<file path="config.mk">
export PLATFORM = sky130hd
export DESIGN_NAME = pru_recon_flat
export DESIGN_NICKNAME = d
export VERILOG_FILES = /design/src/hw/rtl/pru_pkg.sv /design/src/hw/rtl/pru_pix_if.sv /design/src/hw/rtl/pru_recon.sv /design/src/flat_wrapper.sv
export SDC_FILE = /design/constraint.sdc
export NUM_CORES = 1
export LEC_CHECK = 0
export BUFFER_PORTS_ARGS = -buffer_cell sky130_fd_sc_hd__buf_2
export CELL_PAD_IN_SITES_DETAIL_PLACEMENT = 2
export CELL_PAD_IN_SITES_GLOBAL_PLACEMENT = 2
export CORE_MARGIN = 2
export CORE_UTILIZATION = 43
export CTS_BUF_LIST = sky130_fd_sc_hd__clkbuf_2
export DETAILED_ROUTE_END_ITERATION = 10
export GPL_TIMING_DRIVEN = 0
export PLACE_DENSITY = 0.94
export SLEW_MARGIN = 20
export SYNTH_ARGS = -nofsm -noshare
export SYNTH_HDL_FRONTEND = slang
export SYNTH_SLANG_ARGS = --single-unit
</file>
<file path="constraint.sdc">
create_clock -name i_clk -period 34.7 [get_ports i_clk]
set_input_delay 8.675 -clock i_clk [delete_from_list [all_inputs] [get_ports i_clk]]
set_output_delay 8.675 -clock i_clk [all_outputs]
set_load 0.005 [all_outputs]
</file>
<file path="src/hw/rtl/pru_pkg.sv">
// shared types, constants and the paeth predictor of the png row unfilter
package pru_pkg;

    // field widths
    localparam int DATA_W = 8;
    localparam int PB_W   = 4;
    localparam int RB_W   = 13;
    localparam int IR_W   = 16;
    localparam int FILT_W = 3;

    // apb register map, 32-bit registers at 4*index
    localparam int APB_ADDR_W = 4;
    localparam int APB_DATA_W = 32;
    localparam int REG_IDX_W  = 2;
    localparam logic [REG_IDX_W-1:0] REG_PIXEL_BYTES = 2'd0;
    localparam logic [REG_IDX_W-1:0] REG_ROW_BYTES   = 2'd1;
    localparam logic [REG_IDX_W-1:0] REG_IMAGE_ROWS  = 2'd2;

    // register reset values
    localparam logic [PB_W-1:0] PB_RESET = 4'd4;
    localparam logic [RB_W-1:0] RB_RESET = 13'd4097;
    localparam logic [IR_W-1:0] IR_RESET = 16'd1;

    // filter type codes, unknown types are folded into FILT_BAD
    localparam logic [FILT_W-1:0] FILT_NONE  = 3'd0;
    localparam logic [FILT_W-1:0] FILT_SUB   = 3'd1;
    localparam logic [FILT_W-1:0] FILT_UP    = 3'd2;
    localparam logic [FILT_W-1:0] FILT_AVG   = 3'd3;
    localparam logic [FILT_W-1:0] FILT_PAETH = 3'd4;
    localparam logic [FILT_W-1:0] FILT_BAD   = 3'd5;

    // raw configuration registers
    typedef struct packed {
        logic [PB_W-1:0] pixel_bytes;
        logic [RB_W-1:0] row_bytes;
        logic [IR_W-1:0] image_rows;
    } t_cfg;

    // one data byte with its row bookkeeping, fixed at input transfer
    typedef struct packed {
        logic [DATA_W-1:0] data;
        logic [RB_W-1:0]   pos;
        logic [FILT_W-1:0] filter;
        logic              first_row;
        logic              last_row;
        logic              last_img;
    } t_tag;

    // paeth predictor, ties go to left then up
    function automatic logic [DATA_W-1:0] paeth(input logic [DATA_W-1:0] a,
                                                input logic [DATA_W-1:0] b,
                                                input logic [DATA_W-1:0] c);
        logic signed [DATA_W+2:0] p;
        logic signed [DATA_W+2:0] da;
        logic signed [DATA_W+2:0] db;
        logic signed [DATA_W+2:0] dc;
        logic        [DATA_W+2:0] pa;
        logic        [DATA_W+2:0] pb;
        logic        [DATA_W+2:0] pc;
        p  = $signed({3'b000, a}) + $signed({3'b000, b}) - $signed({3'b000, c});
        da = p - $signed({3'b000, a});
        db = p - $signed({3'b000, b});
        dc = p - $signed({3'b000, c});
        pa = da[DATA_W+2] ? $unsigned(-da) : $unsigned(da);
        pb = db[DATA_W+2] ? $unsigned(-db) : $unsigned(db);
        pc = dc[DATA_W+2] ? $unsigned(-dc) : $unsigned(dc);
        if (pa <= pb && pa <= pc) begin
            return a;
        end else if (pb <= pc) begin
            return b;
        end
        return c;
    endfunction

endpackage

</file>
<file path="src/hw/rtl/pru_pix_if.sv">
// reconstructed byte channel with row and image markers
interface pru_pix_if;
    logic                       valid;
    logic                       ready;
    logic [pru_pkg::DATA_W-1:0] pixel_byte;
    logic                       last_in_row;
    logic                       last_in_image;
    logic                       bad_filter;

    modport source (output valid, output pixel_byte, output last_in_row,
                    output last_in_image, output bad_filter, input ready);
    modport sink   (input valid, input pixel_byte, input last_in_row,
                    input last_in_image, input bad_filter, output ready);
endinterface

</file>
<file path="src/hw/rtl/pru_recon.sv">
// reconstruction stage: predictor, neighbour histories and result register
module pru_recon #(
    parameter int MAX_PIXEL_BYTES = 8
) (
    input  logic                        i_clk,
    input  logic                        i_rst_n,
    input  logic [pru_pkg::PB_W-1:0]    i_pixel_bytes,
    input  logic                        i_load,
    input  pru_pkg::t_tag               i_tag,
    input  logic [pru_pkg::DATA_W-1:0]  i_up_raw,
    output logic                        o_ready,
    output logic                        o_wr_en,
    output logic [pru_pkg::RB_W-1:0]    o_wr_pos,
    output logic [pru_pkg::DATA_W-1:0]  o_wr_data,
    pru_pix_if.source                   o_out
);

    localparam int DW = pru_pkg::DATA_W;
    localparam int HW = (MAX_PIXEL_BYTES > 1) ? $clog2(MAX_PIXEL_BYTES) : 1;

    logic               r_s1_vld;
    pru_pkg::t_tag      r_s1;
    logic [DW-1:0]      r_left [MAX_PIXEL_BYTES];
    logic [DW-1:0]      r_ul   [MAX_PIXEL_BYTES];

    logic               r_out_vld;
    logic [DW-1:0]      r_out_pix;
    logic               r_out_last_row;
    logic               r_out_last_img;
    logic               r_out_bad;

    logic               out_free;
    logic               fire;
    logic [pru_pkg::PB_W-1:0] pb_eff;
    logic [pru_pkg::PB_W-1:0] pb_m1;
    logic [HW-1:0]      hidx;
    logic               have_left;
    logic [DW-1:0]      up;
    logic [DW-1:0]      left;
    logic [DW-1:0]      ul;
    logic [DW:0]        avg_sum;
    logic [DW-1:0]      pred;
    logic [DW-1:0]      val;

    assign out_free = !r_out_vld || o_out.ready;
    assign fire     = r_s1_vld && out_free;
    assign o_ready  = !r_s1_vld || out_free;

    // clamp pixel size and pick the neighbours one pixel back
    always_comb begin
        if (i_pixel_bytes == '0) begin
            pb_eff = pru_pkg::PB_W'(1);
        end else if (32'(i_pixel_bytes) > MAX_PIXEL_BYTES) begin
            pb_eff = pru_pkg::PB_W'(MAX_PIXEL_BYTES);
        end else begin
            pb_eff = i_pixel_bytes;
        end
    end

    assign pb_m1     = pb_eff - pru_pkg::PB_W'(1);
    assign hidx      = pb_m1[HW-1:0];
    assign have_left = (r_s1.pos > pru_pkg::RB_W'(pb_eff));
    assign up        = r_s1.first_row ? '0 : i_up_raw;
    assign left      = have_left ? r_left[hidx] : '0;
    assign ul        = have_left ? r_ul[hidx] : '0;
    assign avg_sum   = {1'b0, left} + {1'b0, up};

    // predictor select
    always_comb begin
        case (r_s1.filter)
            pru_pkg::FILT_SUB:   pred = left;
            pru_pkg::FILT_UP:    pred = up;
            pru_pkg::FILT_AVG:   pred = avg_sum[DW:1];
            pru_pkg::FILT_PAETH: pred = pru_pkg::paeth(left, up, ul);
            default:             pred = '0;
        endcase
    end

    assign val = r_s1.data + pred;

    // stage one holds the tag while the line buffer read completes
    always_ff @(posedge i_clk) begin
        if (!i_rst_n) begin
            r_s1_vld <= 1'b0;
        end else begin
            r_s1_vld <= i_load || (r_s1_vld && !fire);
        end
    end

    always_ff @(posedge i_clk) begin
        if (i_load) begin
            r_s1 <= i_tag;
        end
    end

    // neighbour histories, masked by row position so no clear is needed
    always_ff @(posedge i_clk) begin
        if (fire) begin
            r_left[0] <= val;
            r_ul[0]   <= up;
            for (int i = 1; i < MAX_PIXEL_BYTES; i++) begin
                r_left[i] <= r_left[i-1];
                r_ul[i]   <= r_ul[i-1];
            end
        end
    end

    // result register
    always_ff @(posedge i_clk) begin
        if (!i_rst_n) begin
            r_out_vld <= 1'b0;
        end else begin
            r_out_vld <= fire || (r_out_vld && !o_out.ready);
        end
    end

    always_ff @(posedge i_clk) begin
        if (fire) begin
            r_out_pix      <= val;
            r_out_last_row <= r_s1.last_row;
            r_out_last_img <= r_s1.last_img;
            r_out_bad      <= (r_s1.filter == pru_pkg::FILT_BAD);
        end
    end

    assign o_wr_en   = fire;
    assign o_wr_pos  = r_s1.pos;
    assign o_wr_data = val;

    assign o_out.valid         = r_out_vld;
    assign o_out.pixel_byte    = r_out_pix;
    assign o_out.last_in_row   = r_out_last_row;
    assign o_out.last_in_image = r_out_last_img;
    assign o_out.bad_filter    = r_out_bad;

endmodule

</file>
<file path="src/flat_wrapper.sv">
// flat-port wrapper written by rule: the top's interface ports become plain ports
module pru_recon_flat 
#(
    parameter int MAX_PIXEL_BYTES = 8
)
  (i_clk, i_rst_n, i_pixel_bytes, i_load, i_tag, i_up_raw, o_ready, o_wr_en, o_wr_pos, o_wr_data, o_out_valid, o_out_pixel_byte, o_out_last_in_row, o_out_last_in_image, o_out_bad_filter, o_out_ready);
  pru_pix_if o_out_i ();
  input  logic i_clk;
  input  logic i_rst_n;
  input  logic [pru_pkg::PB_W-1:0] i_pixel_bytes;
  input  logic i_load;
  input  pru_pkg::t_tag i_tag;
  input  logic [pru_pkg::DATA_W-1:0] i_up_raw;
  output logic o_ready;
  output logic o_wr_en;
  output logic [pru_pkg::RB_W-1:0] o_wr_pos;
  output logic [pru_pkg::DATA_W-1:0] o_wr_data;
  output wire logic [$bits(o_out_i.valid)-1:0] o_out_valid;
  output wire logic [$bits(o_out_i.pixel_byte)-1:0] o_out_pixel_byte;
  output wire logic [$bits(o_out_i.last_in_row)-1:0] o_out_last_in_row;
  output wire logic [$bits(o_out_i.last_in_image)-1:0] o_out_last_in_image;
  output wire logic [$bits(o_out_i.bad_filter)-1:0] o_out_bad_filter;
  input wire logic [$bits(o_out_i.ready)-1:0] o_out_ready;
  assign o_out_valid = o_out_i.valid;
  assign o_out_pixel_byte = o_out_i.pixel_byte;
  assign o_out_last_in_row = o_out_i.last_in_row;
  assign o_out_last_in_image = o_out_i.last_in_image;
  assign o_out_bad_filter = o_out_i.bad_filter;
  assign o_out_i.ready = o_out_ready;
  pru_recon #(.MAX_PIXEL_BYTES(MAX_PIXEL_BYTES)) u_core (.i_clk(i_clk), .i_rst_n(i_rst_n), .i_pixel_bytes(i_pixel_bytes), .i_load(i_load), .i_tag(i_tag), .i_up_raw(i_up_raw), .o_ready(o_ready), .o_wr_en(o_wr_en), .o_wr_pos(o_wr_pos), .o_wr_data(o_wr_data), .o_out(o_out_i));
endmodule
</file>
==> results.py <==
metrics = {
    "grt": {
        "grt_pass1_wl_um": 64290,
        "grt_pass1_vias": 9781,
        "track_usage_pct": 34.19,
        "grt_max_degree": 30,
        "overflow": 0,
        "antenna_found_initial": 1,
    },
    "critical_path": {
        "crit_required_ns": 26.02,
        "r2r_end": "u_core.r_left[0][7]",
        "max_stage_delay_ns": 0.56,
        "worstSetupPathType": "in -> out",
        "slowest_stage": "a311oi_2",
        "r2r.worst_path.cells": 52,
        "cp-start-kind": "input port",
        "arrival_ns": 24.88,
        "r2r_slack_ns": 19.81,
        "crit_fanout": 10,
        "rr_startpoint": "u_core.o_wr_pos[1]",
        "endpoint_kind": "primary output",
        "cpMostUsedCell": "ha_1",
    },
    "clock_network": {
        "clkTransAtPathRegs_ns": 0.28,
        "cts.path.max_buffers": 2,
        "cts-root-buf": "clkbuf_2",
        "cts-htree-levels": 4,
        "cts_setup_buffers": 0,
        "ctsHoldBuffers": 0,
        "numCtsBuffers": 17,
        "clock_latency_ns": 0.90,
        "cts_tree": "yes",
        "cts_sinks": 160,
    },
    "synth": {
        "synth-seq-cells": 160,
        "synth_edf_count": 158,
        "synth_cell_types": 87,
        "synth_nets": 1043,
        "ys_seq_area_share_pct": 45.52,
        "synthFlopType": "edfxtp_1",
        "avgSynthCellArea_um2": 11.50,
        "syn-cell-area_um2": 10510,
        "synthCells": 914,
        "async_flop_share_pct": 0,
        "ys_warn_count": 0,
    },
    "detailed_routing": {
        "dr.pass1.iters": 6,
        "drt_wl_total_um": 43580,
        "drc": 0,
        "ant_nets": 0,
        "vias": 8871,
        "drtIter0Drc": 763,
        "via_per_inst": 6.561,
        "post_drt_wl_per_cell_um": 32.23,
    },
    "min_path": {
        "hold_path.class": "reg -> reg",
        "hp-start": "u_core.r_s1[1]",
        "hold_end": "u_core.o_out.last_in_row",
        "worstHoldPathCells": 0,
    },
    "layout": {
        "layout-drive-gt1-share_pct": 19.47,
        "nets": 1143,
        "area_growth_pct": 11.36,
        "final_core_util_pct": 48.41,
    },
    "timing": {
        "hold_viol": 0,
        "max_freq_mhz": 29.80,
        "skew_ns": 0.1250,
        "setup_slack_ns": 1.142,
        "slew_violations": 0,
        "period_needed_ns": 33.56,
        "worstMarginPinSlew_ns": 1.106,
        "final-setup-viol-count": 0,
        "fin_crit_sh_pct": 96.71,
        "fin_setup_tns_ns": 0,
        "rsz0062_at_grt": "no",
        "slew_headroom_pct": 26.13,
    },
    "place": {
        "dpl.hpwl_um": 30070,
        "io_buffers": 77,
        "gp_congestion": 0.8174,
        "dp_slack_ns": 0.5378,
    },
    "floorplanning": {
        "start_util_pct": 43.48,
        "die_h_um": 160.4,
        "dieArea_um2": 25710,
        "io_pins": 78,
        "rows": 57,
        "core_region_area_um2": 24180,
        "dieWidth_um": 160.4,
    },
    "flow_run": {
        "drv_cap": 0,
    },
    "status": {
        "status": "completed",
    },
}
==> per-layer routing <==
metal	wire length, um	GRT usage [%]	vias up
li1	-	-	3673
met1	15210	36.68	4479
met4	3014	21.17	0
met2	22400	61.41	493
met3	2956	7.541	226
met5	0	0	-
==> registers in the layout, summed over array words and instances, names as in the netlist <==
| register | count |
|---|---|
| u_core.o_out.bad_filter | 1 |
| u_core.o_out.last_in_image | 1 |
| u_core.o_out.last_in_row | 1 |
| u_core.o_out.valid | 1 |
| u_core.o_wr_pos | 13 |
| u_core.r_left | 64 |
| u_core.r_s1 | 14 |
| u_core.r_s1_vld | 1 |
| u_core.r_ul | 64 |
==> worst max-delay path by stage <==
stage                startpoint            to  depth (start not counted)
2_1_floorplan  i_pixel_bytes[1]  o_wr_data[7]                         57
6_report       i_pixel_bytes[1]  o_wr_data[7]                         59
4_1_cts        i_pixel_bytes[1]  o_wr_data[7]                         60
3_5_place_dp   i_pixel_bytes[1]  o_wr_data[7]                         59
5_1_grt        i_pixel_bytes[1]  o_wr_data[7]                         59
3_3_place_gp   i_pixel_bytes[1]  o_wr_data[7]                         59
==> cells in the final DEF (no fill, tap or decap), types with 4 or more instances in the layout <==
master and n:
edfxtp_1 158, ha_1 80, buf_2 79, nand2_1 78
nor2_1 68, a21oi_1 57, inv_1 48, o21ai_0 37
mux4_2 31, xnor2_1 31, nor2b_1 23, xor2_1 21
clkbuf_2 20, a21o_1 18, nand3_1 17, clkbuf_1 16
o21a_1 16, nor3_1 13, nand2b_1 13, a22oi_1 13
buf_4 13, a31oi_1 9, nor4_1 8, a211oi_1 8
o31a_1 7, o21bai_1 7, mux2i_1 7, nand4_1 6
fa_1 6, o211ai_1 5, or2_2 5, and3_1 5
a221oi_1 5, inv_6 4
==> critical path, delay by kind of cell <==
family                     cells  cell delay [ns]
AOI/OAI and AO/OA             29             7.91
buffers and inverters         10             2.52
adders and majority gates      7             2.22
and+or+nand+nor                8             1.54
xor gates and xnor gates       3             1.35
muxes                          2             0.63
==> repair_timing <==
action                     CTS  global route
hold endpoints to repair     0             0
pin swaps                    0             0
gates resized for setup      3             4
setup endpoints to repair    1             2
==> cell families (layout without fill, tap and decap cells) <==
family	count (synthesis)	in the layout	synth area share [%]
AOI/OAI and AO/OA	230	230	15.52
xor gates and xnor gates	54	54	4.678
adders and majority gates	86	86	10.67
buffers and inverters	83	196	3.452
DFF	160	160	45.52
muxes	42	42	7.737
other	0	1	0
and+or+nand+nor	259	259	12.43
==> cells in the mapped netlist, types with 6 or more instances <==
| library cell | count | area share (%) |
|---|---|---|
| edfxtp_1 | 158 | 45 |
| ha_1 | 80 | 9.5 |
| nand2_1 | 78 | 2.8 |
| nor2_1 | 68 | 2.4 |
| a21oi_1 | 58 | 2.8 |
| inv_1 | 48 | 1.7 |
| o21ai_0 | 37 | 1.8 |
| xnor2_1 | 32 | 2.7 |
| mux4_2 | 31 | 6.6 |
| nor2b_1 | 24 | 1.4 |
| xor2_1 | 21 | 1.7 |
| a21o_1 | 18 | 1.3 |
| clkbuf_1 | 17 | 0.61 |
| nand3_1 | 17 | 0.81 |
| o21a_1 | 16 | 1.1 |
| a22oi_1 | 13 | 0.93 |
| buf_4 | 13 | 0.93 |
| nand2b_1 | 13 | 0.77 |
| nor3_1 | 13 | 0.62 |
| a31oi_1 | 9 | 0.54 |
| a211oi_1 | 8 | 0.57 |
| nor4_1 | 8 | 0.48 |
| mux2i_1 | 7 | 0.67 |
| o21bai_1 | 7 | 0.50 |
| o31a_1 | 7 | 0.58 |
| fa_1 | 6 | 1.1 |
| nand4_1 | 6 | 0.36 |
==> through the flow <==
step,area [um^2],instances,hold slack (ns)
2_1_floorplan,10510,914,0.4003
3_3_place_gp,11300,1315,0.4046
3_5_place_dp,11420,1320,0.4311
4_1_cts,11700,1352,0.4526
5_1_grt,11710,1352,0.4538
6_report,11710,1352,0.4378
==> final cells by class <==
type,instances,area [um^2]
fillers,2429,12470
multi-input cells,671,5389
flip-flops and latches,160,4785
repair buffers,82,500.5
well taps,324,405.4
plain buffers,34,181.4
inverters,48,180.2
clock inverters,14,171.4
clock buffers,18,90.09
diodes,1,2.502
Power is left out: the tool's default activity adds up to more than one toggle a clock period on the data nets, which glitch-free logic cannot reach.
