**config.mk**
```make
export PLATFORM = sky130hd
export DESIGN_NAME = pru_apb_regs
export DESIGN_NICKNAME = d
export VERILOG_FILES = /design/src/hw/rtl/pru_pkg.sv /design/src/hw/rtl/pru_apb_regs.sv
export SDC_FILE = /design/constraint.sdc
export NUM_CORES = 1
export LEC_CHECK = 0
export ABC_AREA = 1
export BUFFER_PORTS_ARGS = -buffer_cell sky130_fd_sc_hd__buf_2
export CORE_UTILIZATION = 43
export DETAILED_ROUTE_END_ITERATION = 16
export GPL_ROUTABILITY_DRIVEN = 0
export GPL_TIMING_DRIVEN = 0
export PLACE_DENSITY = 0.8
export SLEW_MARGIN = 20
export SYNTH_ARGS = -nofsm -noshare
export SYNTH_HDL_FRONTEND = slang
export SYNTH_SLANG_ARGS = --single-unit
```
**constraint.sdc**
```tcl
create_clock -name i_clk -period 1.03 [get_ports i_clk]
set_clock_uncertainty 0.1 [all_clocks]
set_input_delay 0.0515 -clock i_clk [delete_from_list [all_inputs] [get_ports i_clk]]
set_output_delay 0.0515 -clock i_clk [all_outputs]
set_load 0.005 [all_outputs]
```
**src/hw/rtl/pru_pkg.sv**
```systemverilog
// shared types, constants and the paeth predictor of the png row unfilter
package pru_pkg;

    // field widths
    localparam int DATA_W = 8;
    localparam int PB_W   = 4;
    localparam int RB_W   = 13;
    localparam int IR_W   = 16;
    localparam int FILT_W = 3;

    // apb register map, 32-bit registers at 4*index
    localparam int APB_ADDR_W = 4;
    localparam int APB_DATA_W = 32;
    localparam int REG_IDX_W  = 2;
    localparam logic [REG_IDX_W-1:0] REG_PIXEL_BYTES = 2'd0;
    localparam logic [REG_IDX_W-1:0] REG_ROW_BYTES   = 2'd1;
    localparam logic [REG_IDX_W-1:0] REG_IMAGE_ROWS  = 2'd2;

    // register reset values
    localparam logic [PB_W-1:0] PB_RESET = 4'd4;
    localparam logic [RB_W-1:0] RB_RESET = 13'd4097;
    localparam logic [IR_W-1:0] IR_RESET = 16'd1;

    // filter type codes, unknown types are folded into FILT_BAD
    localparam logic [FILT_W-1:0] FILT_NONE  = 3'd0;
    localparam logic [FILT_W-1:0] FILT_SUB   = 3'd1;
    localparam logic [FILT_W-1:0] FILT_UP    = 3'd2;
    localparam logic [FILT_W-1:0] FILT_AVG   = 3'd3;
    localparam logic [FILT_W-1:0] FILT_PAETH = 3'd4;
    localparam logic [FILT_W-1:0] FILT_BAD   = 3'd5;

    // raw configuration registers
    typedef struct packed {
        logic [PB_W-1:0] pixel_bytes;
        logic [RB_W-1:0] row_bytes;
        logic [IR_W-1:0] image_rows;
    } t_cfg;

    // one data byte with its row bookkeeping, fixed at input transfer
    typedef struct packed {
        logic [DATA_W-1:0] data;
        logic [RB_W-1:0]   pos;
        logic [FILT_W-1:0] filter;
        logic              first_row;
        logic              last_row;
        logic              last_img;
    } t_tag;

    // paeth predictor, ties go to left then up
    function automatic logic [DATA_W-1:0] paeth(input logic [DATA_W-1:0] a,
                                                input logic [DATA_W-1:0] b,
                                                input logic [DATA_W-1:0] c);
        logic signed [DATA_W+2:0] p;
        logic signed [DATA_W+2:0] da;
        logic signed [DATA_W+2:0] db;
        logic signed [DATA_W+2:0] dc;
        logic        [DATA_W+2:0] pa;
        logic        [DATA_W+2:0] pb;
        logic        [DATA_W+2:0] pc;
        p  = $signed({3'b000, a}) + $signed({3'b000, b}) - $signed({3'b000, c});
        da = p - $signed({3'b000, a});
        db = p - $signed({3'b000, b});
        dc = p - $signed({3'b000, c});
        pa = da[DATA_W+2] ? $unsigned(-da) : $unsigned(da);
        pb = db[DATA_W+2] ? $unsigned(-db) : $unsigned(db);
        pc = dc[DATA_W+2] ? $unsigned(-dc) : $unsigned(dc);
        if (pa <= pb && pa <= pc) begin
            return a;
        end else if (pb <= pc) begin
            return b;
        end
        return c;
    endfunction

endpackage

```
**src/hw/rtl/pru_apb_regs.sv**
```systemverilog
// apb configuration registers of the png row unfilter
module pru_apb_regs (
    input  logic                                i_clk,
    input  logic                                i_rst_n,
    input  logic                                psel,
    input  logic                                penable,
    input  logic                                pwrite,
    input  logic [pru_pkg::APB_ADDR_W-1:0]      paddr,
    input  logic [pru_pkg::APB_DATA_W-1:0]      pwdata,
    output logic [pru_pkg::APB_DATA_W-1:0]      prdata,
    output logic                                pready,
    output pru_pkg::t_cfg                       o_cfg
);

    pru_pkg::t_cfg                      r_cfg;
    logic                               wr_en;
    logic [pru_pkg::REG_IDX_W-1:0]      reg_idx;

    assign pready  = 1'b1;
    assign reg_idx = paddr[pru_pkg::REG_IDX_W+1:2];
    assign wr_en   = psel && penable && pwrite;

    // register writes on the access phase
    always_ff @(posedge i_clk) begin
        if (!i_rst_n) begin
            r_cfg.pixel_bytes <= pru_pkg::PB_RESET;
            r_cfg.row_bytes   <= pru_pkg::RB_RESET;
            r_cfg.image_rows  <= pru_pkg::IR_RESET;
        end else if (wr_en) begin
            case (reg_idx)
                pru_pkg::REG_PIXEL_BYTES: r_cfg.pixel_bytes <= pwdata[pru_pkg::PB_W-1:0];
                pru_pkg::REG_ROW_BYTES:   r_cfg.row_bytes   <= pwdata[pru_pkg::RB_W-1:0];
                pru_pkg::REG_IMAGE_ROWS:  r_cfg.image_rows  <= pwdata[pru_pkg::IR_W-1:0];
                default: ;
            endcase
        end
    end

    // read mux
    always_comb begin
        case (reg_idx)
            pru_pkg::REG_PIXEL_BYTES: prdata = pru_pkg::APB_DATA_W'(r_cfg.pixel_bytes);
            pru_pkg::REG_ROW_BYTES:   prdata = pru_pkg::APB_DATA_W'(r_cfg.row_bytes);
            pru_pkg::REG_IMAGE_ROWS:  prdata = pru_pkg::APB_DATA_W'(r_cfg.image_rows);
            default:                  prdata = '0;
        endcase
    end

    assign o_cfg = r_cfg;

endmodule

```
==> run metrics, run 1 <==
part of the cycle the worst path needs=100%; root buf cell=clkbuf_8; initial antenna violation count=0; DR pass1 iterations=4; Syn Inst Count=274; fin. max-slew vios=0; average wire per standard cell=roughly 12 um; Core Area=3770 sq um; Hold Vio Cnt, Final=1; status=finished, violations left; slew margin rel.=64.1%; Initial Utilization=46.1%; Synth area leaders=dfxtp_1 38%, nand2_1 17%, nor2_1 14%; drt drc=0; CTS Buffer Depth=2; pin count of the biggest net entering global routing=11; PnR worst setup slack=-0.000952 ns; total CTS buffers=5; layout net count=422; Row Count=22; Startpoint Class=flop; port bufs=70; Largest register FFs=33; WL final=5.02 mm; Ys Warns=0; Boundary Pins=~110; DR vias/cell=approximately 4.5; Avg Cell Area, Syn=6.35 sq um; first-pass GRT wire length=7.67 mm; Netlist cell types=15; Final Core Density=between 60% and 70%; H-tree Lvls=2; DP HPWL=3.36 mm; synthesized cell area=1740 sq um; layout cells sized above 1=roughly two fifths; failing checks=negative hold slack, negative setup slack; leakage=1.40 nW; Multi-input gate area=866 sq um; most frequent cells in the layout=73 x buf_2, 72 x nand2_1, 63 x nor2_1; Seq cells post-synth=33; worst min path class=in -> reg; max incr delay on CP=0.35 ns; min cycle time layout=~1.0 ns; vias in the first global route=1,709; Layout area overhead=44.7%; DR vias=1,951; final hold slack=-0.00422 ns; Die H=between 60 and 70 um; clock sink total=33; Max-cap violations=0; critical path arrival=0.88 ns; Clock transition at path regs=0.07 ns; Clk Latency, worst-skew pair=0.28 ns; Pwr Density=1130 nW/um^2; Yosys top cell area share=between 30% and 40%; fillers=341; Setup WS pre-CTS=-0.125 ns; overall routing resource usage=23.7%; FMAX=970 MHz; Chip Width=65.6 um; CTS tree=yes; kind of critical path=reg -> out; DIE AREA=4300 sq um; worst-margin pin slew=between 0.5 and 0.6 ns; CP Capture Type=output pin; sequential share of the synthesized area=38.0%; maximum VDD drop=0.742 mV; DRT antenna net count=0; CP Data Required Time=0.88 ns; Storage cell area=698 sq um; unrepaired setup endpoints after global routing=yes; initial drt markers=96; antenna diode count=0; Max FO, Critical Path=3; GR Overflow Total=0; most common cell after layout, fill and taps aside=buf_2; Synth area leader=dfxtp_1; Final setup viols=1; Slowest-stage cell, CP=dfxtp_2; crit-path cells=nand2_2 > nand3_2 > buf_2
power breakdown:
part | total [mW] | leakage (nW) | switching (mW) | internal [mW]
Combinational | 0.456 | 1.07 | 0.244 | 0.212
Sequential | 1.33 | 0.278 | 0.0220 | 1.31
Clock | 1.07 | 0.0542 | 0.463 | 0.603
path summary, 6_finish.rpt:
check | start | endpoint | slack (ns) | depth (start not counted)
worst max register to register | o_cfg[29] | o_cfg[29] | 0.22 | 3
worst max-delay path | o_cfg[31] | prdata[2] | -0.001 | 3
worst min register to register | o_cfg[16] | o_cfg[16] | 0.38 | 2
worst min-delay path | pwdata[5] | o_cfg[21] | -0.004 | 5
worst max-delay path, delay by kind of cell, from the launching register on:
family	cells	cell delay, ns
buf+inv	1	0.10
flops	1	0.35
simple gates	2	0.14
cell type report:
class                   count  share of cell area, %
clock buffers               7                   3.83
flip-flops and latches     33                   27.7
well taps                  48                   2.39
plain buffers              30                   9.00
inverters                  22                   3.28
clock inverters             1                  0.199
repair buffers             85                   19.2
multi-input cells         204                   34.4
cell usage after synthesis:
master and n:
buf_4 20, o21ai_0 2, inv_1 20, nand2_2 1, nor2_1 64, nand3_1 38, nor2_2 1, dfxtp_1 33
nor2_4 3, inv_2 2, conb_1 2, buf_2 5, buf_6 2, buf_1 3, nand2_1 78
per-stage QoR:
stage | area (sq um) | std cells | setup TNS, ns | total power, mW
final | 2520 | 430 | -0.000952 | 2.85
after global routing | 2520 | 430 | -0.151 | 2.97
after CTS | 2420 | 424 | -0.00674 | 2.82
after detailed placement | 2210 | 407 | -3.63 | 1.75
after global placement | 2210 | 407 | -2.85 | 1.74
after floorplan | 1800 | 289 | 0 | 1.60
kinds of logic (layout without fill, tap and decap cells):
kind of cell | count (synthesis) | after routing | share of synthesized area, %
other | 2 | 17 | 0.432
buffers and inverters | 52 | 145 | 16.8
flip-flops | 33 | 33 | 38.0
AO/OA/AOI/OAI | 2 | 2 | 0.576
AND/OR/NAND/NOR | 185 | 185 | 44.2
metal layers:
metal  vias to the layer above  GRT usage [%]  part of all wire [%]
met5                         -              0                     0
met4                         0           8.42                  0.92
met3                         4           6.42                   8.8
met2                       105           40.3                    49
met1                       834           28.4                    41
li1                       1008              -                     -
repair_timing:
action | CTS | global route
hold buffers | 7 | 0
endpoints found under the hold margin | 10 | 0
gates cloned | 0 | 2
setup endpoints to repair | 16 | 16
gates resized for setup | 18 | 29
setup buffers | 2 | 4
pin swaps | 4 | 14
Power figures use the tool's default switching activity.
==> run 2: changes to the inputs <==
--- a/config.mk
+++ b/config.mk
@@ -11,6 +11,7 @@
 export DETAILED_ROUTE_END_ITERATION = 16
 export GPL_ROUTABILITY_DRIVEN = 0
 export GPL_TIMING_DRIVEN = 0
+export MAX_ROUTING_LAYER = met4
 export PLACE_DENSITY = 0.8
 export SLEW_MARGIN = 20
 export SYNTH_ARGS = -nofsm -noshare
==> run 2 against run 1 <==
Against the previous run:
- the run ends with negative hold slack left
- global-route usage increased by 0.60 points
- sequential cell count unchanged
- via count grew 1.0%
- critical path type unchanged
- largest cell class unchanged
==> run metrics, run 2 (synthesis gave the netlist of run 1 again) <==
WL final=5.04 mm (+0.42%); GR Overflow Total=0 (unchanged); overall routing resource usage=24.3% (+0.60 points); Chip Width=65.6 um (unchanged); Hold Startpoint=pwdata[5]; part of the cycle the worst path needs=100% (about the same); antenna diode count=0 (unchanged); final setup TNS=0 ns (+0.000952 ns); fin. max-slew vios=0 (unchanged); worst-margin pin slew=0.544 ns (+0.00574 ns); final hold slack=-0.00490 ns (-0.000685 ns); total CTS buffers=5 (unchanged); CP Data Required Time=0.88 ns (about the same); DP HPWL=3.36 mm (unchanged); root buf cell=clkbuf_8; CP Capture Type=output pin; worst min path class=in -> reg; most frequent cells in the layout=73 x buf_2, 71 x nand2_1, 63 x nor2_1; Boundary Pins=107 (unchanged); failing checks=negative hold slack; layout net count=423 (+0.24%); Hold Vio Cnt, Final=1 (unchanged); CP Buf/Inv Count=1 (unchanged); vias in the first global route=1,710 (+0.059%); Pwr Density=1130 nW/um^2 (about the same); worst reg-to-reg setup slack=0.21 ns (about the same); min cycle time layout=1.03 ns (-0.00102 ns); max incr delay on CP=0.35 ns (about the same); DR vias=1,971 (+1.0%); DIE AREA=4300 sq um (unchanged); leakage=1.41 nW (+0.34%); Startpoint Class=flop; initial drt markers=111 (+16%); DRT antenna net count=0 (unchanged); DR vias/cell=4.57 (+0.79%); DR pass1 iterations=4 (unchanged); crit-path cells=nand2_2 > nand3_2 > buf_2; Reg-to-Reg Start=o_cfg[29]; total chip power=2.86 mW (+0.19%); status=finished, violations left; Core Area=3770 sq um (unchanged); initial antenna violation count=0 (unchanged); first-pass GRT wire length=7.67 mm (unchanged); Largest register FFs=33 (unchanged); slew margin rel.=63.7% (-0.38 points); Clock transition at path regs=0.07 ns (about the same); kind of critical path=reg -> out; maximum VDD drop=0.757 mV (+1.9%); Row Count=22 (unchanged); fillers=336 (-1.5%); clock sink total=33 (unchanged); Die H=65.6 um (unchanged); Max FO, Critical Path=3 (unchanged); CP delay by family, top=flip-flops; Initial Utilization=46.1% (unchanged); Worst Setup SP=o_cfg[31]; critical path arrival=0.88 ns (about the same); layout cells sized above 1=42.0% (+0.41 points); Final setup viols=0 (-1); average wire per standard cell=11.7 um (+0.19%); most common cell after layout, fill and taps aside=buf_2; drt drc=0 (unchanged); Max-cap violations=0 (unchanged); FMAX=971 MHz (about the same); Slowest-stage cell, CP=dfxtp_2; CTS tree=yes; Layout area overhead=45.1%; H-tree Lvls=2 (unchanged); port bufs=70 (unchanged); Clk Latency, worst-skew pair=0.28 ns (about the same); pin count of the biggest net entering global routing=11 (unchanged); unrepaired setup endpoints after global routing=yes; CTS Buffer Depth=2 (unchanged)
-- run 2: cell count changes in the layout (fill, tap and decap cells not counted), sizes merged --
| cell | delta |
|---|---|
| buf | +1 |
-- run 2: tightest hold or removal path, cell delays in order --
cell and delay (ns):
buf_2 0.07, inv_1 0.04, nand3_1 0.07, nand2_1 0.05
nor2_1 0.07
-- run 2: metrics by stage --
| stage | worst slack (ns) | util [%] | area, sq um | instances | hold WS [ns] |
|---|---|---|---|---|---|
| after global routing | -0.0477 | 66.9 | 2520 | 431 | 0.0154 |
| after floorplan | 0.181 | - | 1800 | 289 | 0.0776 |
| final | 0.0000719 | 66.9 | 2520 | 431 | -0.00490 |
| after detailed placement | -0.125 | 58.5 | 2210 | 407 | 0.183 |
| after global placement | -0.115 | 58.5 | 2210 | 407 | 0.179 |
| after CTS | -0.00674 | 64.3 | 2420 | 424 | 0.0000520 |
-- run 2: final cells by class --
cell class              count  area (sq um)  area share, %
well taps                  48          60.1           2.38
multi-input cells         204           868           34.4
plain buffers              30           223           8.83
clock inverters             1          5.00          0.198
inverters                  22          82.6           3.27
clock buffers               7          96.3           3.82
flip-flops and latches     33           698           27.7
repair buffers             86           490           19.4
-- run 2: what timing repair did --
action,in CTS,in global routing
pin swaps,4,15
endpoints found under the hold margin,10,0
endpoints found under the setup margin,16,16
gates resized for setup,18,29
hold buffers,7,0
gates cloned,0,2
buffers inserted,2,5
-- run 2: power by group --
part	switching, mW	leakage [nW]	internal [mW]	total (mW)
registers	0.0221	0.278	1.31	1.33
logic	0.245	1.07	0.213	0.459
clock network	0.466	0.0542	0.603	1.07
-- run 2: final timing paths --
kind	to	cells after the start
max reg2reg	o_cfg[29]	3
max	prdata[2]	3
min	o_cfg[21]	5
min reg2reg	o_cfg[16]	2
-- run 2: per-layer routing --
metal	vias up	share of wire, %	track usage [%]
met5	-	0	-
met4	0	1.5	8.42
met3	9	8.3	6.08
met2	95	48	40.2
met1	858	42	28.6
li1	1009	-	-
==> run 3: changes to the inputs <==
--- a/config.mk
+++ b/config.mk
@@ -5,9 +5,8 @@
 export SDC_FILE = /design/constraint.sdc
 export NUM_CORES = 1
 export LEC_CHECK = 0
-export ABC_AREA = 1
 export BUFFER_PORTS_ARGS = -buffer_cell sky130_fd_sc_hd__buf_2
-export CORE_UTILIZATION = 43
+export CORE_UTILIZATION = 42
 export DETAILED_ROUTE_END_ITERATION = 16
 export GPL_ROUTABILITY_DRIVEN = 0
 export GPL_TIMING_DRIVEN = 0
==> run 3 against run 2 <==
Against the previous run:
- the flow finishes with violations (negative setup slack)
- setup slack worse by 0.071 ns
- highest routed layer unchanged
- power decreased by 9.8%
- hold slack gained 0.029 ns
- wire length shrank 12%
- first-iteration DRC count decreased by 27%
==> run metrics, run 3 <==
status=finished, violations left; failing checks=negative setup slack; fillers=330 (-1.8%); Post-synth ARST share=0% (unchanged); kind of critical path=reg -> out; initial antenna violation count=0 (unchanged); fin. max-slew vios=0 (unchanged); antenna diode count=0 (unchanged); Slowest-stage cell, CP=dfxtp_2; H-tree Lvls=2 (unchanged); Die H=65.0 um (-0.95%); initial drt markers=81 (-27%); CP delay by family, top=flip-flops; Largest register FFs=33 (unchanged); worst-margin pin slew=0.551 ns (+0.00708 ns); min cycle time layout=1.10 ns (+0.0711 ns); most frequent cells after synthesis=49 x nand2_1, 33 x dfxtp_1, 33 x mux2i_1, 17 x buf_4, 9 x a22o_1; average wire per standard cell=12.7 um (+8.3%); Chip Width=65.0 um (-0.95%); power share of the clock group=33.9% (-3.5 points); unrepaired setup endpoints after global routing=yes; Synth area leader=dfxtp_1; DP HPWL=2.91 mm (-13%); Seq cells post-synth=33 (unchanged); Max-cap violations=0 (unchanged); worst min path class=in -> reg; layout net count=345 (-18%); slew margin rel.=63.2% (-0.47 points); Pwr Density=1020 nW/um^2 (-10%); sw frac=24.1% (-1.5 points); Primary FF master, synth=dfxtp_1; DR pass1 iterations=4 (unchanged); Layout area overhead=52.1%; total CTS buffers=5 (unchanged); Clock transition at path regs=0.06 ns (about the same); Syn Inst Count=185 (-32%); CTS Buffer Depth=2 (unchanged); root buf cell=clkbuf_8; DR vias/cell=4.56 (-0.26%); FF-to-FF path depth=4 (+1); DIE AREA=4220 sq um (-1.9%); maximum VDD drop=0.579 mV (-23%); vias in the first global route=1,449 (-15%); clock sink total=33 (unchanged); synthesized cell area=1670 sq um (-4.2%); hold path cells=4 (-1); DR vias=1,601 (-19%); part of the cycle the worst path needs=107% (+6.9 points); critical path arrival=0.95 ns (+0.07 ns); port bufs=70 (unchanged); Internal Power=1.96 mW (-8.0%); CP Data Required Time=0.88 ns (about the same); Setup WS pre-CTS=-0.356 ns (-0.231 ns); GR Overflow Total=0 (unchanged); Core Area=3740 sq um (-0.73%); CP Buf/Inv Count=1 (unchanged); Max FO, Critical Path=2 (-1); Startpoint Class=flop; most common cell after layout, fill and taps aside=buf_2; Boundary Pins=107 (unchanged); leakage=1.26 nW (-10%); Initial Utilization=44.5% (-1.6 points); Final setup viols=13 (+13); crit-path cells=mux2i_1 > o21ai_1 > buf_2; Ys Warns=0 (unchanged); PnR worst setup slack=-0.0711 ns (-0.0711 ns); overall routing resource usage=22.3% (-2.0 points); max incr delay on CP=0.33 ns (-0.02 ns); DRT antenna net count=0 (unchanged); Yosys top cell area share=39.7% (+1.7 points); cell with the most instances after synthesis=nand2_1; first-pass GRT wire length=6.82 mm (-11%); sequential share of the synthesized area=39.7% (+1.7 points); EDFF count, synth=0 (unchanged); CP Capture Type=output pin; Hold Vio Cnt, Final=0 (-1); Clk Latency, worst-skew pair=0.28 ns (about the same); Row Count=22 (unchanged); WL final=4.44 mm (-12%); pin count of the biggest net entering global routing=11 (unchanged); net switching power=0.622 mW (-15%); final hold slack=0.0244 ns (+0.0293 ns); Synth area leaders=dfxtp_1 40%, mux2i_1 20%, nand2_1 11%; Avg Cell Area, Syn=9.00 sq um (+42%); CP Depth=3 (unchanged); Logic pwr share=15.4% (-0.6 points); drt drc=0 (unchanged); most frequent cells in the layout=69 x buf_2, 49 x nand2_1, 32 x mux2i_1; FMAX=908 MHz (-6.5%); Netlist cell types=25 (+10); layout cells sized above 1=48.5% (+6.5 points); Reg power frac=50.7% (+4.1 points); CTS tree=yes
## run 3: cell types whose count changed after synthesis, moves of 4 or more
cell	before	now
nor2_1	64	1
nand3_1	38	2
mux2i_1	0	33
nand2_1	78	49
inv_1	20	2
a22o_1	0	9
clkbuf_1	0	5
a21oi_1	0	4
and2_1	0	4
## run 3: through the flow
step	TNS [ns]	instance area [sq um]	total power, mW	utilization [%]	std cells
floorplan	-0.582	1750	1.54	-	200
global placement	-10.60	2160	1.65	57.7	318
detailed placement	-11.79	2160	1.66	57.7	318
CTS	-0.690	2520	2.61	67.4	351
global route	-1.07	2530	2.70	67.6	351
finish	-0.512	2530	2.58	67.6	351
## run 3: worst reg2reg max path, cell delays in order, from the launching register on
cell	delay, ns
dfxtp_2	0.32
buf_4	0.13
nand2b_1	0.13
a21oi_1	0.12
a21oi_1	0.05
## run 3: final timing paths
kind	from	end	slack (ns)
hold / removal	paddr[3]	o_cfg[31]	0.02
setup / recovery	o_cfg[0]	prdata[0]	-0.07
hold reg to reg	o_cfg[30]	o_cfg[30]	0.36
setup reg to reg	o_cfg[0]	o_cfg[0]	0.07
## run 3: what timing repair did
action,in CTS,in global routing
hold buffers,16,0
resized for setup,31,8
cloned,0,0
setup endpoints to repair,19,31
buffers inserted,11,1
pin swaps,2,4
hold endpoints to repair,33,0
## run 3: power groups by stage
stage                     clock [mW]  sequential (mW)  combinational [mW]
after floorplan                    0             1.33               0.204
after global placement             0             1.33               0.317
after detailed placement           0             1.33               0.322
after CTS                      0.910             1.31               0.392
after global routing           0.966             1.31               0.428
final                          0.874             1.31               0.397
## run 3: cells by family (layout without fill, tap and decap cells)
group	Yosys count	in the layout	synth area share, %
AOI/OAI and AO/OA	19	19	8.34
DFF	33	33	39.7
buffers and inverters	34	137	14.6
and+or+nand+nor	64	64	17.1
muxes	33	33	19.8
other	2	17	0.451
## run 3: per-layer routing
layer | GRT usage, % | routed length (um) | vias to the layer above
met5 | - | 0 | -
met2 | 37.4 | 2130 | 68
met3 | 5.63 | 293 | 2
met1 | 26.3 | 2000 | 717
li1 | - | - | 814
met4 | 6.39 | 21 | 0
## run 3: cell type report
cell class	count	area, sq um	area share, %
Clock buffer	5	68.8	2.72
Buffer	31	260	10.3
Sequential cell	33	691	27.3
Timing Repair Buffer	98	609	24.1
Tap cell	48	60.1	2.37
Clock inverter	1	5.00	0.198
Inverter	2	7.51	0.296
Multi-Input combinational cell	133	831	32.8
