### src/hw/rtl/pru_pkg.sv
// shared types, constants and the paeth predictor of the png row unfilter
package pru_pkg;

    // field widths
    localparam int DATA_W = 8;
    localparam int PB_W   = 4;
    localparam int RB_W   = 13;
    localparam int IR_W   = 16;
    localparam int FILT_W = 3;

    // apb register map, 32-bit registers at 4*index
    localparam int APB_ADDR_W = 4;
    localparam int APB_DATA_W = 32;
    localparam int REG_IDX_W  = 2;
    localparam logic [REG_IDX_W-1:0] REG_PIXEL_BYTES = 2'd0;
    localparam logic [REG_IDX_W-1:0] REG_ROW_BYTES   = 2'd1;
    localparam logic [REG_IDX_W-1:0] REG_IMAGE_ROWS  = 2'd2;

    // register reset values
    localparam logic [PB_W-1:0] PB_RESET = 4'd4;
    localparam logic [RB_W-1:0] RB_RESET = 13'd4097;
    localparam logic [IR_W-1:0] IR_RESET = 16'd1;

    // filter type codes, unknown types are folded into FILT_BAD
    localparam logic [FILT_W-1:0] FILT_NONE  = 3'd0;
    localparam logic [FILT_W-1:0] FILT_SUB   = 3'd1;
    localparam logic [FILT_W-1:0] FILT_UP    = 3'd2;
    localparam logic [FILT_W-1:0] FILT_AVG   = 3'd3;
    localparam logic [FILT_W-1:0] FILT_PAETH = 3'd4;
    localparam logic [FILT_W-1:0] FILT_BAD   = 3'd5;

    // raw configuration registers
    typedef struct packed {
        logic [PB_W-1:0] pixel_bytes;
        logic [RB_W-1:0] row_bytes;
        logic [IR_W-1:0] image_rows;
    } t_cfg;

    // one data byte with its row bookkeeping, fixed at input transfer
    typedef struct packed {
        logic [DATA_W-1:0] data;
        logic [RB_W-1:0]   pos;
        logic [FILT_W-1:0] filter;
        logic              first_row;
        logic              last_row;
        logic              last_img;
    } t_tag;

    // paeth predictor, ties go to left then up
    function automatic logic [DATA_W-1:0] paeth(input logic [DATA_W-1:0] a,
                                                input logic [DATA_W-1:0] b,
                                                input logic [DATA_W-1:0] c);
        logic signed [DATA_W+2:0] p;
        logic signed [DATA_W+2:0] da;
        logic signed [DATA_W+2:0] db;
        logic signed [DATA_W+2:0] dc;
        logic        [DATA_W+2:0] pa;
        logic        [DATA_W+2:0] pb;
        logic        [DATA_W+2:0] pc;
        p  = $signed({3'b000, a}) + $signed({3'b000, b}) - $signed({3'b000, c});
        da = p - $signed({3'b000, a});
        db = p - $signed({3'b000, b});
        dc = p - $signed({3'b000, c});
        pa = da[DATA_W+2] ? $unsigned(-da) : $unsigned(da);
        pb = db[DATA_W+2] ? $unsigned(-db) : $unsigned(db);
        pc = dc[DATA_W+2] ? $unsigned(-dc) : $unsigned(dc);
        if (pa <= pb && pa <= pc) begin
            return a;
        end else if (pb <= pc) begin
            return b;
        end
        return c;
    endfunction

endpackage

### src/hw/rtl/pru_row_ctrl.sv
// row position, row count and filter type tracking at the input side
module pru_row_ctrl #(
    parameter int MAX_LINE = 4096
) (
    input  logic                        i_clk,
    input  logic                        i_rst_n,
    input  pru_pkg::t_cfg               i_cfg,
    input  logic                        i_take,
    input  logic [pru_pkg::DATA_W-1:0]  i_data,
    output logic                        o_hdr,
    output pru_pkg::t_tag               o_tag
);

    localparam int RB_W     = pru_pkg::RB_W;
    localparam int IR_W     = pru_pkg::IR_W;
    localparam int RB_LIMIT = (1 << RB_W) - 1;
    localparam int RB_MAX   = (MAX_LINE + 1 > RB_LIMIT) ? RB_LIMIT : MAX_LINE + 1;

    logic [RB_W-1:0]            r_pos;
    logic [IR_W-1:0]            r_row_idx;
    logic [pru_pkg::FILT_W-1:0] r_filter;
    logic                       r_first_row;

    logic [RB_W-1:0]            rb_eff;
    logic [IR_W-1:0]            ir_eff;
    logic [IR_W:0]              row_next;
    logic                       last_row;
    logic                       last_img;

    // clamp row length and row count into their working ranges
    always_comb begin
        if (i_cfg.row_bytes < RB_W'(2)) begin
            rb_eff = RB_W'(2);
        end else if (32'(i_cfg.row_bytes) > RB_MAX) begin
            rb_eff = RB_W'(RB_MAX);
        end else begin
            rb_eff = i_cfg.row_bytes;
        end
        ir_eff = (i_cfg.image_rows == '0) ? IR_W'(1) : i_cfg.image_rows;
    end

    assign o_hdr    = (r_pos == '0);
    assign row_next = {1'b0, r_row_idx} + (IR_W+1)'(1);
    assign last_row = (r_pos >= rb_eff - RB_W'(1));
    assign last_img = last_row && (row_next >= {1'b0, ir_eff});

    assign o_tag.data      = i_data;
    assign o_tag.pos       = r_pos;
    assign o_tag.filter    = r_filter;
    assign o_tag.first_row = r_first_row;
    assign o_tag.last_row  = last_row;
    assign o_tag.last_img  = last_img;

    // advance position and row count on each input transfer
    always_ff @(posedge i_clk) begin
        if (!i_rst_n) begin
            r_pos       <= '0;
            r_row_idx   <= '0;
            r_filter    <= pru_pkg::FILT_NONE;
            r_first_row <= 1'b1;
        end else if (i_take) begin
            if (o_hdr) begin
                r_filter <= (i_data > pru_pkg::DATA_W'(pru_pkg::FILT_PAETH)) ?
                            pru_pkg::FILT_BAD : i_data[pru_pkg::FILT_W-1:0];
                r_pos    <= RB_W'(1);
            end else if (last_row) begin
                r_pos <= '0;
                if (last_img) begin
                    r_row_idx   <= '0;
                    r_first_row <= 1'b1;
                end else begin
                    r_row_idx   <= row_next[IR_W-1:0];
                    r_first_row <= 1'b0;
                end
            end else begin
                r_pos <= r_pos + RB_W'(1);
            end
        end
    end

endmodule

### config.mk
export PLATFORM = sky130hd
export DESIGN_NAME = pru_row_ctrl
export DESIGN_NICKNAME = d
export VERILOG_FILES = /design/src/hw/rtl/pru_pkg.sv /design/src/hw/rtl/pru_row_ctrl.sv
export SDC_FILE = /design/constraint.sdc
export NUM_CORES = 1
export LEC_CHECK = 0
export BUFFER_PORTS_ARGS = -buffer_cell sky130_fd_sc_hd__buf_2
export CAP_MARGIN = 10
export CORE_ASPECT_RATIO = 1.2
export CORE_MARGIN = 1.5
export CORE_UTILIZATION = 30
export DETAILED_ROUTE_END_ITERATION = 10
export HOLD_SLACK_MARGIN = 0.02
export PLACE_DENSITY_LB_ADDON = 0.25
export RECOVER_POWER = 25
export SETUP_SLACK_MARGIN = 0.15
export SYNTH_ARGS = -nofsm -noshare
export SYNTH_HDL_FRONTEND = slang
export SYNTH_SLANG_ARGS = --single-unit
### constraint.sdc
create_clock -name i_clk -period 12 [get_ports i_clk]
set_input_delay 2.4 -clock i_clk [delete_from_list [all_inputs] [get_ports i_clk]]
set_output_delay 2.4 -clock i_clk [all_outputs]
set_load 0.005 [all_outputs]
==> results of run 1 <==
==> sequential cells by signal (all words and copies together) (netlist names) <==
name,count
r_row_idx,16
r_pos,13
r_filter,3
r_first_row,1
==> worst paths after layout <==
kind / from / end / slack [ns] / cells past startpoint
setup reg to reg: r_row_idx[0]$_SDFFE_PN0P_ / r_row_idx[0]$_SDFFE_PN0P_ / 8.39 / 13
hold reg to reg: r_filter[1]$_SDFFE_PN0P_ / r_filter[1]$_SDFFE_PN0P_ / 0.48 / 2
setup / recovery: i_cfg[19] / o_tag[1] / 3.46 / 17
hold / removal: r_filter[1]$_SDFFE_PN0P_ / r_filter[1]$_SDFFE_PN0P_ / 0.48 / 2
==> metal layers <==
metal | vias up | routed length (um) | track usage [%]
met5 | - | 0 | 0
met4 | 0 | 116 | 4.12
met3 | 11 | 336 | 2.05
met2 | 75 | 4240 | 27.9
met1 | 1466 | 3790 | 20.1
li1 | 1629 | - | -
==> metrics by stage <==
| stage | instances | area [sq um] |
|---|---|---|
| 5_1_grt | 584 | 3640 |
| 2_1_floorplan | 408 | 3130 |
| 3_5_place_dp | 577 | 3490 |
| 3_3_place_gp | 577 | 3490 |
| 4_1_cts | 584 | 3650 |
| 6_report | 584 | 3640 |
==> area by class of cell <==
cell class	instances	share of cell area (%)
tap	126	4.33
inverter	27	2.78
clock inverter	2	0.962
multi-input combinational	322	60.9
clock buffer	5	3.44
sequential	33	18.1
timing repair buffer	69	9.45
==> tightest hold or removal path, stage by stage, from the launching register on <==
cell and delay, ns:
dfxtp_1 0.32, nand2_1 0.06, a21oi_1 0.05
==> power breakdown <==
group,internal (mW),switching (mW)
Combinational,0.0197,0.0302
Sequential,0.111,0.00226
Clock,0.0963,0.0466
Total,0.227,0.0791
==> Yosys cell counts, types with 4 or more instances <==
| cell type | n |
|---|---|
| or4_1 | 4 |
| nor2_1 | 22 |
| xor2_1 | 10 |
| nand2_1 | 37 |
| a21o_1 | 11 |
| a21oi_1 | 19 |
| nor4_1 | 8 |
| and3_1 | 9 |
| inv_1 | 26 |
| xnor2_1 | 11 |
| a31oi_1 | 5 |
| o22ai_1 | 5 |
| nand4_1 | 22 |
| nor2b_1 | 5 |
| buf_2 | 5 |
| o21ai_0 | 15 |
| dfxtp_1 | 33 |
| ha_1 | 33 |
| clkbuf_1 | 9 |
| nor3_2 | 4 |
| buf_4 | 11 |
| nor3b_1 | 4 |
| nor3_1 | 15 |
| o21ai_1 | 8 |
| nand3_1 | 19 |
==> kinds of logic after synthesis <==
group                    Yosys count
AND/OR/NAND/NOR                  168
AO/OA/AOI/OAI                     99
buffers and inverters             53
adder cells (fa/ha/maj)           34
flip-flops                        33
XOR/XNOR                          21
==> impl_metrics.ini, run 1 <==
[yosys]
synth_fa_ha_area_share_pct = 13.5
ys_ff_latch = 33
synth_top_cell_by_area = dfxtp_1
synth.distinct_cells = 67
synth_seq_area_share_pct = 21.1
synth_top_family_by_area = simple AND/OR/NAND/NOR gates
syn_nets = 485
yosys.area_share.simple_pct = 29.5
synth_area_sq_um = 3130
synth_xor_area_share_pct = 5.88
ys_warn_count = 0
synth_area_leaders = dfxtp_1 21%, ha_1 13%, nand2_1 4.4%
synth-edff-count = 0
synth_top_area_share_pct = 21.1
syn-instance-count = 408
async_flop_share_pct = 0
syn-mean-instance-area_sq_um = 7.66
synthFlopType = dfxtp_1
synth_compound_area_share_pct = 22.1
synthMuxAreaShare_pct = 0

[global_route]
grt_pass1_wl_mm = 14.0
grt_start_max_net_pins = 35
grt_pass1_vias = 2944
antenna_found_initial = 0
grt_usage_pct = 15.9
gr-total-overflow = 0

[routing]
vias_per_cell = 5.45
wire_per_inst_um = 14.5
wl_mm = 8.48
drtPass1Iterations = 4
drtIter0Drc = 118
via_count = 3181
drc = 0
ant_nets = 0

[critical_path]
path_max_fanout = 9
cp-start-kind = input pin
critPathArrivalTime_ns = 6.14
critical-path-top-delay-family = simple AND/OR/NAND/NOR gates
slowest_stage = maj3_1
crit_buf_inv = 5
end_kind = primary output
max_stage_delay_ns = 0.45
crit_chain = buf_2 > nor3_1 > nand4_1 > maj3_1 > inv_1 > ha_1 > inv_1 > nor2_1 > nand2_1 > a31oi_1 > ha_1 > a21o_1 > a21o_1 > a22o_1 > nor3_2 > inv_2 > buf_2
required_ns = 9.60
worstSetupPathType = in -> out

[placement]
portBuffers = 67
place_worst_setup_slack_ns = 3.48
gp_congestion = 0.823
dp_hpwl_mm = 6.75

[timing]
post-route-min-period_ns = 8.54
max_slew_margin_pct = 49.4
fin_skew_ns = 0.00753
setup_ws_ns = 3.46
fin_tns_setup_ns = 0
fin_crit_sh_pct = 71.1
drv_slew = 0
grt_setup_unrepaired = false
worst_hold_slack_ns = 0.475
setup_violations = 0
worst_pin_slew_ns = 0.756
fmax_mhz = 117
hold_viol = 0

[cells_and_area]
multiInputGateArea_sq_um = 2220
drive_above_1_share_pct = 18.6
fillers = 1079
final_util_pct = 36.2
final_net_count = 535
area_growth_pct = 16.5
diodes = 0
mostFrequentLayoutCell = buf_2
most-common-layout-cells = 62 x buf_2, 37 x nand2_1, 33 x ha_1, 33 x dfxtp_1, 26 x inv_1
final-seq-area_sq_um = 661

[outcome]
status = completed

[run]
drv_cap = 0

[clock_tree]
clock_latency_ns = 0.28
cts_root_buf = clkbuf_16
cts.sinks = 33
hold_buffers = 0
h-tree-depth = 2
ctsResizeCount = 0
clk_pin_slew_worst_paths_ns = 0.05
cts_tree = yes
post-cts-setup-buffer-count = 0
cts_buffer_depth = 2
cts_buffers = 5

[die]
die_w_um = 96.2
die_area_sq_um = 11000
rows = 40
boundaryPins = 72
core-area_sq_um = 10100
die_h_um = 115
start_util_pct = 31.1

[pwr]
totalPowerFinal_uw = 307
peakVddDrop_uv = 60.7
powerDensity_nw_per_um2 = 84.2
p_leak_nw = 1.62

[worst_hold_path]
min_path_type = reg -> reg
No activity file was read; power rests on OpenSTA's default activity.
==> run 2: changes to the inputs <==
==> constraint.sdc (replaced) <==
create_clock -name i_clk -period 8.8 [get_ports i_clk]
set_input_delay 1.76 -clock i_clk [delete_from_list [all_inputs] [get_ports i_clk]]
set_output_delay 1.76 -clock i_clk [all_outputs]
set_load 0.005 [all_outputs]
==> run 2 against run 1 <==
Net effect: combinational power grew 36%; sequential share of layout area about the same; via count down 0.16%; final cell count is 0.17% higher; register-to-register slack got worse by 3.1 ns; final area grew 0.21%; die area stayed put; sequential cell count did not move; non-clock buffer count did not move; wire length up 0.98%; clock power increased by 45%; total power grew 40%; critical path type unchanged.
==> impl_metrics.ini, run 2 (same netlist as run 1, synthesis figures left out) <==
[routing]
via_count = 3176
drc = 0
wl_mm = 8.57
ant_nets = 0
vias_per_cell = 5.43
wire_per_inst_um = 14.6
drtIter0Drc = 96
drtPass1Iterations = 6

[cells_and_area]
drive_above_1_share_pct = 17.6
top_register = r_row_idx
largest_registers = r_row_idx (16), r_pos (13), r_filter (3)
final_net_count = 535
largest_reg_flops = 16
instances_no_fill = 585
mostFrequentLayoutCell = buf_2
area_growth_pct = 16.8
diodes = 0
most-common-layout-cells = 58 x buf_2, 37 x nand2_1, 33 x ha_1, 33 x dfxtp_1, 26 x inv_1

[timing]
setup_violations = 0
worst_pin_slew_ns = 0.777
grt_setup_unrepaired = false
fin_crit_sh_pct = 83.0
post-route-min-period_ns = 7.31
fmax_mhz = 137
fin_skew_ns = 0.00798
fin_tns_setup_ns = 0
hold_viol = 0
max_slew_margin_pct = 48.0
drv_slew = 0

[die]
core-area_sq_um = 10100
die_w_um = 96.2
rows = 40
die_h_um = 115
boundaryPins = 72
die_area_sq_um = 11000
start_util_pct = 31.1

[clock_tree]
cts.sinks = 33
h-tree-depth = 2
hold_buffers = 0
cts_tree = yes
clk_pin_slew_worst_paths_ns = 0.05
post-cts-setup-buffer-count = 0
cts_buffers = 5
ctsResizeCount = 0
clock_latency_ns = 0.28
cts_root_buf = clkbuf_16
cts_buffer_depth = 2

[pwr]
powerDensity_nw_per_um2 = 118
p_switching_uw = 110
peakVddDrop_uv = 63.9
intPower_uw = 320
p_sw_share_pct = 25.6
power_frac_clock_pct = 48.2
p_leak_nw = 1.61
seqPwrFrac_pct = 36.0
pwr-share-comb_pct = 15.8

[global_route]
grt_start_max_net_pins = 35
grt_pass1_vias = 2965
grt_pass1_wl_mm = 13.8
gr-total-overflow = 0
grt_usage_pct = 15.7
antenna_found_initial = 0

[critical_path]
slowest_stage = maj3_1
required_ns = 7.04
critical-path-top-delay-family = simple AND/OR/NAND/NOR gates
end_kind = primary output
worstSetupPathType = in -> out
critPathArrivalTime_ns = 5.55
path_max_fanout = 9
crit_buf_inv = 5
max_stage_delay_ns = 0.45
crit_chain = buf_2 > nor3_1 > nand4_1 > maj3_1 > inv_1 > ha_1 > inv_1 > nor2_1 > nand2_1 > a31oi_1 > ha_1 > a21o_1 > a21o_1 > a22o_1 > nor3_2 > inv_2 > buf_2
cp-start-kind = input pin

[placement]
gp_congestion = 0.828
portBuffers = 67
dp_hpwl_mm = 6.78
placed_cells = 577

[worst_hold_path]
min_path_type = reg -> reg

[outcome]
status = completed

[run]
drv_cap = 0
==> run 2: worst reg2reg max path, cell delays in order, from the launching register on <==
cell and delay (ns):
dfxtp_1 0.43, ha_1 0.31, nand3_2 0.18, nor3_2 0.38, nand4_1 0.16, xnor2_1 0.21
ha_1 0.28, a21o_1 0.16, a21oi_1 0.13, o21ai_0 0.14, a311oi_2 0.27, buf_4 0.24
nand3_1 0.29, o31ai_1 0.29
==> run 2: cell type report <==
type	count	area, sq um
Fill cell	1081	6410
Tap cell	126	158
Multi-Input combinational cell	322	2220
Inverter	27	101
Clock inverter	1	30.0
Timing Repair Buffer	69	339
Sequential cell	33	661
Clock buffer	7	143
==> run 2: final timing paths <==
check | startpoint | end | slack [ns] | cells after the start
worst max-delay path | i_cfg[19] | o_tag[1] | 1.49 | 17
worst min register to register | r_filter[1]$_SDFFE_PN0P_ | r_filter[1]$_SDFFE_PN0P_ | 0.47 | 2
worst min-delay path | r_filter[1]$_SDFFE_PN0P_ | r_filter[1]$_SDFFE_PN0P_ | 0.47 | 2
worst max register to register | r_row_idx[0]$_SDFFE_PN0P_ | r_row_idx[0]$_SDFFE_PN0P_ | 5.25 | 13
==> run 2: power groups by stage <==
| stage | registers (mW) | logic, mW | clock network (mW) |
|---|---|---|---|
| 3_5_place_dp | 0.158 | 0.0691 | 0 |
| 5_1_grt | 0.155 | 0.0771 | 0.218 |
| 4_1_cts | 0.155 | 0.0693 | 0.210 |
| 3_3_place_gp | 0.158 | 0.0673 | 0 |
| 2_1_floorplan | 0.157 | 0.0441 | 0 |
| 6_report | 0.155 | 0.0680 | 0.207 |
==> run 2: per-layer routing <==
metal / track usage [%] / vias to the layer above / wire length, um
li1: - / 1626 / -
met1: 19.0 / 1480 / 3930
met2: 28.4 / 59 / 4200
met3: 2.45 / 11 / 291
met4: 4.41 / 0 / 142
met5: 0 / - / 0
==> run 2: through the flow <==
step / hold slack, ns / area [sq um] / setup slack (ns) / total power [mW] / util [%]
floorplan: 0.448 / 3130 / 2.24 / 0.201 / -
finish: 0.469 / 3650 / 1.49 / 0.430 / 36.3
CTS: 0.472 / 3660 / 1.49 / 0.435 / 36.4
global placement: 0.447 / 3490 / 1.61 / 0.225 / 34.7
global route: 0.495 / 3650 / 1.10 / 0.451 / 36.3
detailed placement: 0.465 / 3490 / 1.50 / 0.227 / 34.7
==> run 3: changes to the inputs <==
==> constraint.sdc (replaced) <==
create_clock -name i_clk -period 5.9 [get_ports i_clk]
set_input_delay 1.18 -clock i_clk [delete_from_list [all_inputs] [get_ports i_clk]]
set_output_delay 1.18 -clock i_clk [all_outputs]
set_load 0.005 [all_outputs]
==> run 3 against run 2 <==
Net effect: sequential share of layout area shrank 0.41 points; final cell count rose by 1.0%; sequential cell count is the same; total power is 51% higher; global-route usage about the same; clock skew down 0.0051 ns; wire length up 0.41%; first-iteration DRC count is 120% higher; non-clock buffer count grew 6; final area is 2.3% higher; die area unchanged; setup slack got worse by 1.0 ns.
==> impl_metrics.ini, run 3 (same netlist as run 1, synthesis figures left out) <==
[routing]
ant_nets = 0
via_count = 3203
drtPass1Iterations = 4
drc = 0
wire_per_inst_um = 14.6
drtIter0Drc = 213
wl_mm = 8.60
vias_per_cell = 5.42

[cells_and_area]
drive_above_1_share_pct = 20.2
largest_registers = r_row_idx (16), r_pos (13), r_filter (3)
instances_no_fill = 591
most-common-layout-cells = 60 x buf_2, 37 x nand2_1, 33 x ha_1, 33 x dfxtp_1, 26 x inv_1
mostFrequentLayoutCell = buf_2
top_register = r_row_idx
final_net_count = 541
design_area_sq_um = 3730
area_growth_pct = 19.5
diodes = 0
final_util_pct = 37.1
largest_reg_flops = 16

[die]
rows = 40
die_h_um = 115
boundaryPins = 72
start_util_pct = 31.1
die_area_sq_um = 11000
die_w_um = 96.2
core-area_sq_um = 10100

[timing]
fin_tns_setup_ns = 0
setup_violations = 0
worst_pin_slew_ns = 0.619
hold_viol = 0
fin_skew_ns = 0.00290
max_slew_margin_pct = 58.4
fin_crit_sh_pct = 92.4
fmax_mhz = 183
post-route-min-period_ns = 5.45
grt_setup_unrepaired = false
drv_slew = 0

[clock_tree]
cts_tree = yes
cts.sinks = 33
post-cts-setup-buffer-count = 0
clock_latency_ns = 0.28
h-tree-depth = 2
cts_buffer_depth = 2
cts_buffers = 5
cts_root_buf = clkbuf_16
clk_pin_slew_worst_paths_ns = 0.06

[critical_path]
required_ns = 4.72
critPathArrivalTime_ns = 4.27
cp-start-kind = input pin
critical-path-top-delay-family = simple AND/OR/NAND/NOR gates
crit_buf_inv = 4
slowest_stage = maj3_1
cp.depth = 17
max_stage_delay_ns = 0.37
crit_chain = buf_2 > nor3_2 > nand4_1 > maj3_1 > inv_1 > ha_1 > inv_1 > nor2_2 > nand2_1 > a31oi_1 > ha_1 > a21o_1 > a21o_1 > a22o_1 > nor3_4 > a21oi_1 > buf_2
path_max_fanout = 4
ff2ff_path_depth = 13
worstSetupPathType = in -> out
end_kind = primary output

[pwr]
totalPowerFinal_uw = 648
p_leak_nw = 1.65
peakVddDrop_uv = 98.6
powerDensity_nw_per_um2 = 173

[placement]
portBuffers = 67
placed_cells = 583
gp_congestion = 0.846
dp_hpwl_mm = 6.80
dpl_cell_area_sq_um = 3530

[outcome]
status = completed

[worst_hold_path]
whs_path_depth = 2
min_path_type = reg -> reg

[global_route]
antenna_found_initial = 0
grt_usage_pct = 15.7
grt_pass1_wl_mm = 13.9
grt_start_max_net_pins = 35
grt_pass1_vias = 2996
gr-total-overflow = 0

[run]
drv_cap = 0
run 3: cell types whose count changed in the layout (fill, tap and decap cells not counted), sizes merged:
cell,change
buf,+8
clkbuf,-3
clkinvlp,+1
run 3: where the power goes:
part | total (mW) | leakage (nW) | internal, mW | switching (mW)
registers | 0.231 | 0.267 | 0.226 | 0.00473
clock network | 0.311 | 0.0831 | 0.211 | 0.100
logic | 0.105 | 1.30 | 0.0423 | 0.0632
run 3: layer usage:
layer	global-route usage [%]	up-vias	share of wire (%)
met5	0	-	0
met4	3.24	0	0.49
met3	2.18	4	3.3
met2	28.8	60	51
met1	19.3	1507	45
li1	-	1632	-
run 3: repair_timing:
| action | in CTS | in global routing |
|---|---|---|
| gates resized for setup | 0 | 7 |
| endpoints found under the setup margin | 0 | 2 |
| hold endpoints to repair | 0 | 0 |
| hold buffers | 0 | 0 |
run 3: cell type report:
| cell class | instances | area (sq um) |
|---|---|---|
| Clock buffer | 6 | 139 |
| Clock inverter | 2 | 37.5 |
| Fill cell | 1087 | 6330 |
| Inverter | 27 | 101 |
| Multi-Input combinational cell | 322 | 2250 |
| Sequential cell | 33 | 661 |
| Tap cell | 126 | 158 |
| Timing Repair Buffer | 75 | 387 |
run 3: path summary, 6_finish.rpt:
check | from | slack (ns) | end
setup reg to reg | r_row_idx[0]$_SDFFE_PN0P_ | 2.33 | r_row_idx[0]$_SDFFE_PN0P_
hold / removal | r_filter[1]$_SDFFE_PN0P_ | 0.47 | r_filter[1]$_SDFFE_PN0P_
hold reg to reg | r_filter[1]$_SDFFE_PN0P_ | 0.47 | r_filter[1]$_SDFFE_PN0P_
setup / recovery | i_cfg[26] | 0.45 | o_tag[0]
run 3: metrics by stage:
| stage | setup WS [ns] | hold WS [ns] |
|---|---|---|
| final | 0.447 | 0.467 |
| after global routing | 0.160 | 0.499 |
| after CTS | 0.203 | 0.466 |
| after detailed placement | 0.213 | 0.458 |
| after global placement | 0.229 | 0.451 |
| after floorplan | 0.499 | 0.448 |
run 3: worst reg2reg max path, delay by kind of cell (launching register included):
family | cells | cell delay [ns]
adders and majority gates | 2 | 0.61
buffers and inverters | 1 | 0.24
DFF | 1 | 0.44
and+or+nand+nor | 4 | 0.99
AOI/OAI and AO/OA | 5 | 1.00
xor gates and xnor gates | 1 | 0.21
